`src/hw/rtl/lntd_pkg.sv`:
```
// Shared types and constants for the line number table decoder.
`default_nettype none
package lntd_pkg;

  localparam int unsigned WORD_W   = 32;
  localparam int unsigned BYTE_W   = 8;
  localparam int unsigned NUM_CAND = 3;   // most segments one item can emit
  localparam int unsigned Q_DEPTH  = 4;
  localparam int unsigned Q_PTR_W  = 2;
  localparam int unsigned Q_CNT_W  = 3;

  localparam logic signed [WORD_W-1:0] LINE_MAX         = 32'sh7FFF_FFFF;
  localparam logic signed [WORD_W-1:0] FIRST_LINE_RESET = 32'sd1;
  localparam logic [WORD_W-1:0]        CODE_LEN_RESET   = 32'd0;

  // configuration register indexes
  localparam logic REG_FIRST_LINE  = 1'b0;
  localparam logic REG_CODE_LENGTH = 1'b1;

  typedef struct packed {
    logic              last;
    logic signed [31:0] line;
    logic [31:0]        seg_end;
    logic [31:0]        seg_start;
  } seg_t;

endpackage
`default_nettype wire

```
`src/hw/rtl/line_number_table_decoder.sv`:
```
// Top level of the line number table decoder.
// The block reads a line table one byte per item and pairs the bytes as
// (byte increment, line increment). It keeps a wrapping 32-bit byte offset,
// the start of the open segment and the current line, which saturates to
// [0, 2^31-1]. A pair with a nonzero line increment (and a nonzero byte
// increment, except for the first such pair) closes a segment; the closed
// segment is held one step so the end of the table can stretch it to
// code_length or add a closing segment. tlast on the input ends the table
// after the item's byte; tuser = 0 marks an item with no byte (a bare end
// marker, or nothing at all without tlast). An empty table gives one segment
// (0, code_length, first_line) when code_length is nonzero; a lone trailing
// byte is dropped. The output tlast flags the last segment of a table.
// Timing: the decode state updates at the accept edge and up to three
// segments go into a four-entry result queue, which drains one segment per
// cycle while m_tready is high. s_tready is high while the queue holds at
// most one segment, so items flow at one per cycle as long as each yields at
// most one segment and the output keeps up. Registers are to be written
// through the cfg channel (always ready) only while idle; the block does
// not enforce it. Index 0 is first_line (signed), index 1 is code_length.
`default_nettype none
module line_number_table_decoder (
  input  wire logic        clk,
  input  wire logic        rst,
  // input items
  input  wire logic        s_tvalid,
  output logic             s_tready,
  input  wire logic [7:0]  s_tdata,   // [7:0] table_byte
  input  wire logic        s_tuser,   // [0] byte_present
  input  wire logic        s_tlast,   // end_of_table
  // result items
  output logic             m_tvalid,
  input  wire logic        m_tready,
  output logic [95:0]      m_tdata,   // [31:0] segment_start, [63:32] segment_end,
                                      // [95:64] line_number
  output logic             m_tlast,   // final_segment
  // configuration writes
  input  wire logic        cfg_valid,
  output logic             cfg_ready,
  input  wire logic        cfg_index,
  input  wire logic [31:0] cfg_data
);

  logic signed [31:0] first_line;
  logic [31:0]        code_length;
  logic               cfg_write;
  logic               first_line_wr;
  logic               in_accept;
  logic               has_room;

  lntd_pkg::seg_t [lntd_pkg::NUM_CAND-1:0] cand;
  logic [lntd_pkg::NUM_CAND-1:0]           cand_valid;
  lntd_pkg::seg_t                          out_seg;

  assign cfg_ready     = 1'b1;
  assign cfg_write     = cfg_valid && cfg_ready;
  assign first_line_wr = cfg_write && (cfg_index == lntd_pkg::REG_FIRST_LINE);

  always_ff @(posedge clk) begin
    if (rst) begin
      first_line  <= lntd_pkg::FIRST_LINE_RESET;
      code_length <= lntd_pkg::CODE_LEN_RESET;
    end else if (cfg_write) begin
      case (cfg_index)
        lntd_pkg::REG_FIRST_LINE:  first_line  <= cfg_data;
        lntd_pkg::REG_CODE_LENGTH: code_length <= cfg_data;
        default: ;
      endcase
    end
  end

  assign s_tready  = has_room;
  assign in_accept = s_tvalid && s_tready;

  lntd_core u_core (
    .clk             (clk),
    .rst             (rst),
    .in_accept       (in_accept),
    .table_byte      (s_tdata),
    .byte_present    (s_tuser),
    .end_of_table    (s_tlast),
    .first_line      (first_line),
    .code_length     (code_length),
    .first_line_wr   (first_line_wr),
    .first_line_data (cfg_data),
    .cand            (cand),
    .cand_valid      (cand_valid)
  );

  lntd_queue u_queue (
    .clk        (clk),
    .rst        (rst),
    .push_seg   (cand),
    .push_valid (cand_valid & {lntd_pkg::NUM_CAND{in_accept}}),
    .has_room   (has_room),
    .out_valid  (m_tvalid),
    .out_ready  (m_tready),
    .out_seg    (out_seg)
  );

  assign m_tdata = {out_seg.line, out_seg.seg_end, out_seg.seg_start};
  assign m_tlast = out_seg.last;

endmodule
`default_nettype wire

```
`src/hw/rtl/lntd_core.sv`:
```
// Decode state and segment generation, one table item per cycle when accepted.
`default_nettype none
module lntd_core (
  input  wire logic                           clk,
  input  wire logic                           rst,
  input  wire logic                           in_accept,
  input  wire logic [7:0]                     table_byte,
  input  wire logic                           byte_present,
  input  wire logic                           end_of_table,
  input  wire logic signed [31:0]             first_line,
  input  wire logic [31:0]                    code_length,
  input  wire logic                           first_line_wr,
  input  wire logic signed [31:0]             first_line_data,
  output lntd_pkg::seg_t [lntd_pkg::NUM_CAND-1:0] cand,
  output logic [lntd_pkg::NUM_CAND-1:0]       cand_valid
);

  logic [7:0]         held_byte;
  logic               half_seen;
  logic               any_seen;
  logic [31:0]        offset;
  logic [31:0]        open_start;
  logic signed [31:0] line;
  logic               pend_valid;
  logic [31:0]        pend_start;
  logic [31:0]        pend_end;
  logic signed [31:0] pend_line;

  logic [7:0]         held_byte_next;
  logic               half_seen_next;
  logic               any_seen_next;
  logic [31:0]        offset_next;
  logic [31:0]        open_start_next;
  logic signed [31:0] line_next;
  logic               pend_valid_next;
  logic [31:0]        pend_start_next;
  logic [31:0]        pend_end_next;
  logic signed [31:0] pend_line_next;

  logic               pair;
  logic               line_step;
  logic               close_seg;
  logic [31:0]        pair_offset;
  logic signed [33:0] line_sum;
  logic signed [31:0] line_sat;
  logic               below_len;

  assign pair        = byte_present && half_seen;
  assign line_step   = pair && (table_byte != 8'd0);
  assign close_seg   = line_step && ((held_byte != 8'd0) || !pend_valid);
  assign pair_offset = offset + {24'd0, held_byte};
  assign line_sum    = {{2{line[31]}}, line} + {26'd0, table_byte};

  // saturate to [0, LINE_MAX]
  always_comb begin
    if (line_sum[33]) begin
      line_sat = '0;
    end else if (line_sum[32:31] != 2'b00) begin
      line_sat = lntd_pkg::LINE_MAX;
    end else begin
      line_sat = line_sum[31:0];
    end
  end

  always_comb begin
    held_byte_next  = byte_present && !half_seen ? table_byte : held_byte;
    half_seen_next  = byte_present ? !half_seen : half_seen;
    any_seen_next   = any_seen || byte_present;
    offset_next     = pair ? pair_offset : offset;
    open_start_next = close_seg ? pair_offset : open_start;
    line_next       = line_step ? line_sat : line;
    pend_valid_next = pend_valid || close_seg;
    pend_start_next = close_seg ? open_start : pend_start;
    pend_end_next   = close_seg ? pair_offset : pend_end;
    pend_line_next  = close_seg ? line : pend_line;
  end

  assign below_len = offset_next < code_length;

  always_comb begin
    // flushed held segment when a new one closes
    cand[0].seg_start = pend_start;
    cand[0].seg_end   = pend_end;
    cand[0].line      = pend_line;
    cand[0].last      = 1'b0;
    cand_valid[0]     = close_seg && pend_valid;

    // first end-of-table segment
    if (!any_seen_next) begin
      cand[1].seg_start = '0;
      cand[1].seg_end   = code_length;
      cand[1].line      = first_line;
      cand[1].last      = 1'b1;
      cand_valid[1]     = end_of_table && (code_length != '0);
    end else begin
      cand[1].seg_start = pend_start_next;
      cand[1].seg_end   = below_len ? pend_end_next : code_length;
      cand[1].line      = pend_line_next;
      cand[1].last      = !below_len;
      cand_valid[1]     = end_of_table && pend_valid_next;
    end

    // open segment closed at the code length
    cand[2].seg_start = open_start_next;
    cand[2].seg_end   = code_length;
    cand[2].line      = line_next;
    cand[2].last      = 1'b1;
    cand_valid[2]     = end_of_table && any_seen_next && (below_len || !pend_valid_next);
  end

  always_ff @(posedge clk) begin
    if (rst) begin
      held_byte  <= '0;
      half_seen  <= 1'b0;
      any_seen   <= 1'b0;
      offset     <= '0;
      open_start <= '0;
      line       <= lntd_pkg::FIRST_LINE_RESET;
      pend_valid <= 1'b0;
    end else if (in_accept && end_of_table) begin
      held_byte  <= '0;
      half_seen  <= 1'b0;
      any_seen   <= 1'b0;
      offset     <= '0;
      open_start <= '0;
      line       <= first_line;
      pend_valid <= 1'b0;
    end else if (in_accept) begin
      held_byte  <= held_byte_next;
      half_seen  <= half_seen_next;
      any_seen   <= any_seen_next;
      offset     <= offset_next;
      open_start <= open_start_next;
      line       <= line_next;
      pend_valid <= pend_valid_next;
    end else if (first_line_wr && !any_seen) begin
      line <= first_line_data;
    end
  end

  always_ff @(posedge clk) begin
    if (in_accept) begin
      pend_start <= pend_start_next;
      pend_end   <= pend_end_next;
      pend_line  <= pend_line_next;
    end
  end

endmodule
`default_nettype wire

```
`src/hw/rtl/lntd_queue.sv`:
```
// Small result queue that takes up to three segments per cycle and drains one while out_ready is high.
`default_nettype none
module lntd_queue (
  input  wire logic                               clk,
  input  wire logic                               rst,
  input  wire lntd_pkg::seg_t [lntd_pkg::NUM_CAND-1:0] push_seg,
  input  wire logic [lntd_pkg::NUM_CAND-1:0]      push_valid,
  output logic                                    has_room,
  output logic                                    out_valid,
  input  wire logic                               out_ready,
  output lntd_pkg::seg_t                          out_seg
);

  lntd_pkg::seg_t entry [lntd_pkg::Q_DEPTH];

  logic [lntd_pkg::Q_PTR_W-1:0] rd_ptr;
  logic [lntd_pkg::Q_PTR_W-1:0] wr_ptr;
  logic [lntd_pkg::Q_CNT_W-1:0] count;
  logic [lntd_pkg::Q_CNT_W-1:0] count_next;
  logic [lntd_pkg::Q_PTR_W-1:0] wr_idx [lntd_pkg::NUM_CAND];
  logic [lntd_pkg::Q_CNT_W-1:0] n_push;
  logic                         pop;

  // candidates are packed in order: each skips past the valid ones before it
  always_comb begin
    wr_idx[0] = wr_ptr;
    wr_idx[1] = wr_ptr + {{(lntd_pkg::Q_PTR_W-1){1'b0}}, push_valid[0]};
    wr_idx[2] = wr_idx[1] + {{(lntd_pkg::Q_PTR_W-1){1'b0}}, push_valid[1]};
    n_push    = {{(lntd_pkg::Q_CNT_W-1){1'b0}}, push_valid[0]}
              + {{(lntd_pkg::Q_CNT_W-1){1'b0}}, push_valid[1]}
              + {{(lntd_pkg::Q_CNT_W-1){1'b0}}, push_valid[2]};
  end

  assign out_valid  = count != '0;
  assign pop        = out_valid && out_ready;
  assign out_seg    = entry[rd_ptr];
  assign count_next = count + n_push - {{(lntd_pkg::Q_CNT_W-1){1'b0}}, pop};
  // room for a full burst of results from the next item
  assign has_room   = count <= lntd_pkg::Q_CNT_W'(lntd_pkg::Q_DEPTH - lntd_pkg::NUM_CAND);

  always_ff @(posedge clk) begin
    if (rst) begin
      rd_ptr <= '0;
      wr_ptr <= '0;
      count  <= '0;
    end else begin
      rd_ptr <= rd_ptr + {{(lntd_pkg::Q_PTR_W-1){1'b0}}, pop};
      wr_ptr <= wr_ptr + n_push[lntd_pkg::Q_PTR_W-1:0];
      count  <= count_next;
    end
  end

  always_ff @(posedge clk) begin
    for (int k = 0; k < lntd_pkg::NUM_CAND; k++) begin
      if (push_valid[k]) begin
        entry[wr_idx[k]] <= push_seg[k];
      end
    end
  end

endmodule
`default_nettype wire
```
`config.mk`:
```
export PLATFORM = sky130hd
export DESIGN_NAME = line_number_table_decoder
export DESIGN_NICKNAME = d
export VERILOG_FILES = /design/src/hw/rtl/lntd_pkg.sv /design/src/hw/rtl/line_number_table_decoder.sv /design/src/hw/rtl/lntd_core.sv /design/src/hw/rtl/lntd_queue.sv
export SDC_FILE = /design/constraint.sdc
export NUM_CORES = 2
export LEC_CHECK = 0
export ABC_AREA = 1
export BUFFER_PORTS_ARGS = -buffer_cell sky130_fd_sc_hd__buf_4
export CORE_ASPECT_RATIO = 0.8
export CORE_MARGIN = 2
export CORE_UTILIZATION = 57
export DETAILED_ROUTE_END_ITERATION = 12
export GPL_TIMING_DRIVEN = 0
export PLACE_DENSITY = 0.77
export SYNTH_ARGS = -nofsm -noshare
export SYNTH_HDL_FRONTEND = slang
export SYNTH_HIERARCHICAL = 1
export SYNTH_SLANG_ARGS = --single-unit
```
`constraint.sdc`:
```
create_clock -name clk -period 7.13 [get_ports clk]
set_clock_uncertainty 0.05 [all_clocks]
set_input_delay 1.0695 -clock clk [delete_from_list [all_inputs] [get_ports clk]]
set_output_delay 1.0695 -clock clk [all_outputs]
set_load 0.1 [all_outputs]
```
# Yosys cells after proc, flatten, opt, wreduce, memory -nomap -nowiden
# Memories as Yosys holds them, arrays and structs flattened. A register that Yosys moved wholly into a read port is not among the register bits.
# Cells that the tools add are included.
[op_classes]
add_sub_neg = 10
magnitude_cmp = 2
muxes = 21
bitwise = 2
n_reduce_logical = 34
[op_table]
columns = ["cell", "count"]
rows = [
  ["two-way mux 32 bit", 12],
  ["two-way mux 97 bit", 1],
  ["adder 32 x 9 -> 33 bit", 1],
  ["adder 32 x 8 -> 32 bit", 1],
  ["< comparator 32 bit", 1],
  ["nonzero test 32 bit", 1],
  ["nonzero test 8 bit", 2],
  ["logical AND 1 bit", 14],
  ["AND reduction 2 bit", 4],
  ["two-way mux 1 bit", 7],
  ["adder 2 x 1 -> 2 bit", 3],
  ["nonzero test 3 bit", 2],
  ["logical NOT 1 bit", 5],
  ["logical OR 1 bit", 4],
  ["adder 3 x 1 -> 3 bit", 1],
  ["adder 3 bit", 1],
  ["bitwise AND 3 bit", 1],
  ["less-or-equal comparator 3 x 1 -> 1 bit (second input constant)", 1],
  ["subtractor 3 x 1 -> 3 bit", 1],
  ["adder 1 x 1 -> 2 bit", 1],
  ["adder 2 bit", 1],
  ["two-way mux 2 bit", 1],
  ["nonzero test 2 bit", 1],
  ["OR reduction 2 bit", 1],
  ["inverter 1 bit", 1],
]
[word_totals]
register_bits = 274
ramBits = 388
in_bits = 48
output_inout_bits = 100
wordCells = 85
mem_count = 1
[memory_table]
columns = ["memory", "depth", "width", "rd", "rd_clocked_by_memory_dff", "write_ports", "line", "rtl"]
rows = [
  ["u_queue.entry", 4, 97, 1, 1, 3, "lntd_queue.sv:14", "lntd_pkg::seg_t entry [lntd_pkg::Q_DEPTH];"],
]

# Logic depth before layout (Yosys ltp)
[depth]
depth_word = 12
ltp_mapped = 33
ltp_nobuf = 33

# Modules after synthesis
# Netlist, hierarchy kept.
[modules_own_cells]
columns = ["mod", "n_inst", "cells_per_inst", "area_each_um2", "seq_area_each_um2"]
rows = [
  ["lntd_queue", 1, 3599, 25603.3, 11791.3],
  ["lntd_core", 1, 2108, 14491.4, 5024.8],
  ["line_number_table_decoder", 1, 360, 2560.0, 1281.2],
]

# Least setup slack after synthesis
# No wires, ideal clock.
[synth_timing]
path_kind = "input-to-reg"
startpoint = "input port s_tuser"
endpoint = "memory u_queue/entry[1][0] (netlist bit), enable pin"
arrival_ps = 5872
required_ps = 5927
path_slack_ps = 55
cell_stages = 18
path_cell_list = "nand2_1 inv_2 o21ai_2 a31oi_2 inv_2 buf_4 buf_2 nor2_1 inv_1 nor2_1 ha_1 ha_1 inv_2 nand3_1 nand3_2 buf_2 buf_2 nand3_1"
[synth_rtl]
columns = ["element", "line", "rtl"]
rows = [
  ["start, declared", "line_number_table_decoder.sv:28", "input wire logic s_tuser,"],
  ["end, declared", "lntd_queue.sv:14", ""],
]

==> impl_results.md <==
* Area taken by multi-input logic gates at 21100 um2
* Worst Hold Class: flip-flop to flip-flop
* Syn_nets at 6173
* Placed Cells at between 7000 and 8000
* Later-pin clock latency in the skew report at 0.64 ns
* Clock power share at around a fifth
* Clock slew seen by the registers of the worst setup and hold paths at 0.06 ns
* Final core utilization at 64.36%
* Critical path class: flip-flop to flip-flop
* CTS Buf Count at 71
* P_sw at 9.407 mW
* DRC errors left at 0
* Final Instance Area at 47590 um2
* Slew Limit Fails at 0
* CTS HTree Levels at 3
* Comb pwr share at about 50%
* Power Total at 18.44 mW
* F_max at 141.7 MHz
* PortBufs at about 150
* Post-route ant nets at 0
* Crit path max-delay family: simple AND/OR/NAND/NOR gates
* Fin Setup TNS at 0 ns
* GRT Util Overall at around 45%
* # IOs at 148
* Clock Path Buffers at 3
* Share of cells above drive strength 1 at 10.37%
* Largest net degree at the start of global routing at 54
* Outcome: finished clean
* Initial DRC count at 7979
* Via Count at 45385
* Hold Buf Count CTS at 0
* RSZ-0062 raised after global routing: no
* Post-synth ARST share at 0%
* Most common cell after layout, fill and taps aside: nand2_1
* Max-Cap Viols at 0
* Initial Utilization at around 58%
* VDD IR max at 0.3704 mV
* Yosys reg bits at 662
* Chip Width at 309.8 um
* R2R Path Start: u_core/offset[0]
* Sequential fraction of the synthesis area at 42.43%
* # Post-CTS Setup Buffers at 0
* TritonRoute pass-1 iters at 8
* Crit path time final at 7.055 ns
* Post-Syn Instances at 6067
* Die Ht at about 250 um
* DPL Wire Length at 134800 um
* Vias/cell at 6.168
* Total wire length at roughly 180000 um
* Relative slew slack at 5.727%
* Worst slew pin tran at roughly 1.4 ns
* First-pass GRT wire length at 257600 um
* Critical path buffer and inverter count at 4
* Total grt overflow at 0
* Leakage at 21.82 nW
* Hold Startpoint: u_core/any_seen
* Mapped cell area at 42650 um2
* Root buf cell: clkbuf_16
* Critical Path Source Type: flip-flop
* Vias in the first global route at 39865
* Fillcell total at 6769
* Drt wl/cell at 24.14 um
* Yosys warning count at 6
* Nets at 6400
* Net Sw Frac at between 50 and 60%
* Design internal power at ~9 mW
* Worst EP required at between 7 and 8 ns
* Number of hold violations in the final report at 0
* GPL Wtd Cong at 1.026
* Pwr dens at 387.4 nW/um2
* CTS tree: yes
* Area Overhead vs Synth at 11.57%
* EDFF count, synth at 484
* Register share of total power at 29.8%
* Fin cells at 7358
* Worst Path Arrival at 7.51 ns
* Worst Setup SP: u_core/offset[0]
* Crit share post-route at 98.95%
* Initial antenna violation count at 7
* Core ar. at 73940 um2
* Area after DPL at roughly 45000 um2
* Syn avg cell area at 7.031 um2
* Crit path max fanout at 10
* Crit path top cell by count: nand2_1
* Register area at 18100 um2
* Slowest cell on the critical path: clkbuf_1
* Most used DFF post-synth: edfxtp_1
* Most frequent cells in the layout: nand2_1, nand3_1, edfxtp_1
* CTS Sinks at 662
* Rows at 89
* CP endpoint kind: flip-flop
* Flop2flop setup slack at around 0.075 ns
* Synth unique cells at roughly 50
* Area of the die at 77050 um2
* Final setup viols at 0
* Delay of the slowest critical-path stage at 1.08 ns
## what timing repair did
item                       CTS  global route
setup endpoints to repair  102           338
cloned                       2             1
resized for setup            2             3
pin swaps                    2             1
## power by group through the flow
| stage | sequential [mW] | clock [mW] | combinational [mW] |
|---|---|---|---|
| after detailed placement | 5.52 | 0 | 8.85 |
| after CTS | 5.45 | 3.73 | 8.91 |
| after global routing | 5.53 | 3.87 | 9.73 |
| after floorplan | 5.35 | 0 | 6.32 |
| final | 5.49 | 3.72 | 9.24 |
| after global placement | 5.56 | 0 | 8.71 |
## flip-flops by register name, indices dropped and copies added, names as in the netlist, 2 cells and up
name,count
u_core/held_byte,8
u_queue/entry,388
u_core/line,32
u_queue/rd_ptr,2
u_core/open_start,32
u_core/pend_line,32
u_core/pend_start,32
code_length,32
u_queue/wr_ptr,2
u_core/pend_end,32
u_core/offset,32
first_line,32
u_queue/count,3
## kinds of logic after synthesis
logic type / synth area share (%)
fa+ha+maj: 1.772
simple gates: 37.10
buf+inv: 8.375
compound gates: 9.624
other cells: 0.02640
flops: 42.43
xor+xnor: 0.6776
## metrics by stage
stage,worst slack [ns],hold slack [ns]
global route,0.01523,0.4594
CTS,0.05364,0.4305
global placement,-3.978,0.4078
finish,0.07453,0.4310
floorplan,0.05513,0.3966
detailed placement,-0.2543,0.4213
## cell usage after synthesis (5+ instances only)
cell type  number  area share [%]
nand3_1       946              11
xnor2_1        11            0.23
o21ai_0       403             4.7
buf_2         143             1.7
nor4_1          9            0.13
nand3_2         8            0.19
nor3_1         12            0.14
nor2_2          5           0.073
edfxtp_1      484              34
xor2_1         22            0.45
nor2_1        374             3.3
a21oi_1       127             1.5
or2_2          38            0.56
buf_6          10            0.26
a31oi_1        10            0.15
inv_2           9           0.079
a21oi_2        31            0.64
inv_1         347             3.1
ha_1           54             1.6
o21ai_1        28            0.33
buf_4          47            0.83
nand4_1        55            0.81
a221oi_1       30            0.62
buf_1          60            0.53
dfxtp_1       178             8.4
nand2_2        74             1.1
nand2_1      2201              19
clkbuf_1      216             1.9
o22ai_1        97             1.4
## worst reg2reg max path: cells and delay by family, from the launching register on
kind | cells | cell delay [ns]
AND/OR/NAND/NOR | 16 | 2.44
AO/OA/AOI/OAI | 4 | 0.91
XOR/XNOR | 1 | 0.21
adder cells (fa/ha/maj) | 3 | 1.03
flip-flops | 1 | 0.33
buffers and inverters | 4 | 1.92
## final cells by class
type	instances	area share, %
multi-input combinational	4574	44.33
clock buffer	79	3.883
buffer	478	4.701
clock inverter	52	0.9676
timing repair buffer	151	2.619
tap	1001	2.632
inverter	356	2.813
antenna	5	0.02629
sequential	662	38.03
## layer usage
layer	track usage [%]	up-vias	share of wire (%)
met5	1.320	-	0.093
met4	15.97	6	4.1
met3	17.03	417	17
met2	58.72	3448	38
met1	66.81	20950	40
li1	-	20564	-
## worst paths after layout
check	to	depth (start not counted)
max	u_queue/entry[2][54]	28
min	u_core/any_seen	2
max reg2reg	u_queue/entry[2][54]	28
min reg2reg	u_core/any_seen	2
Note: power is estimated with default switching activity, not from simulation.
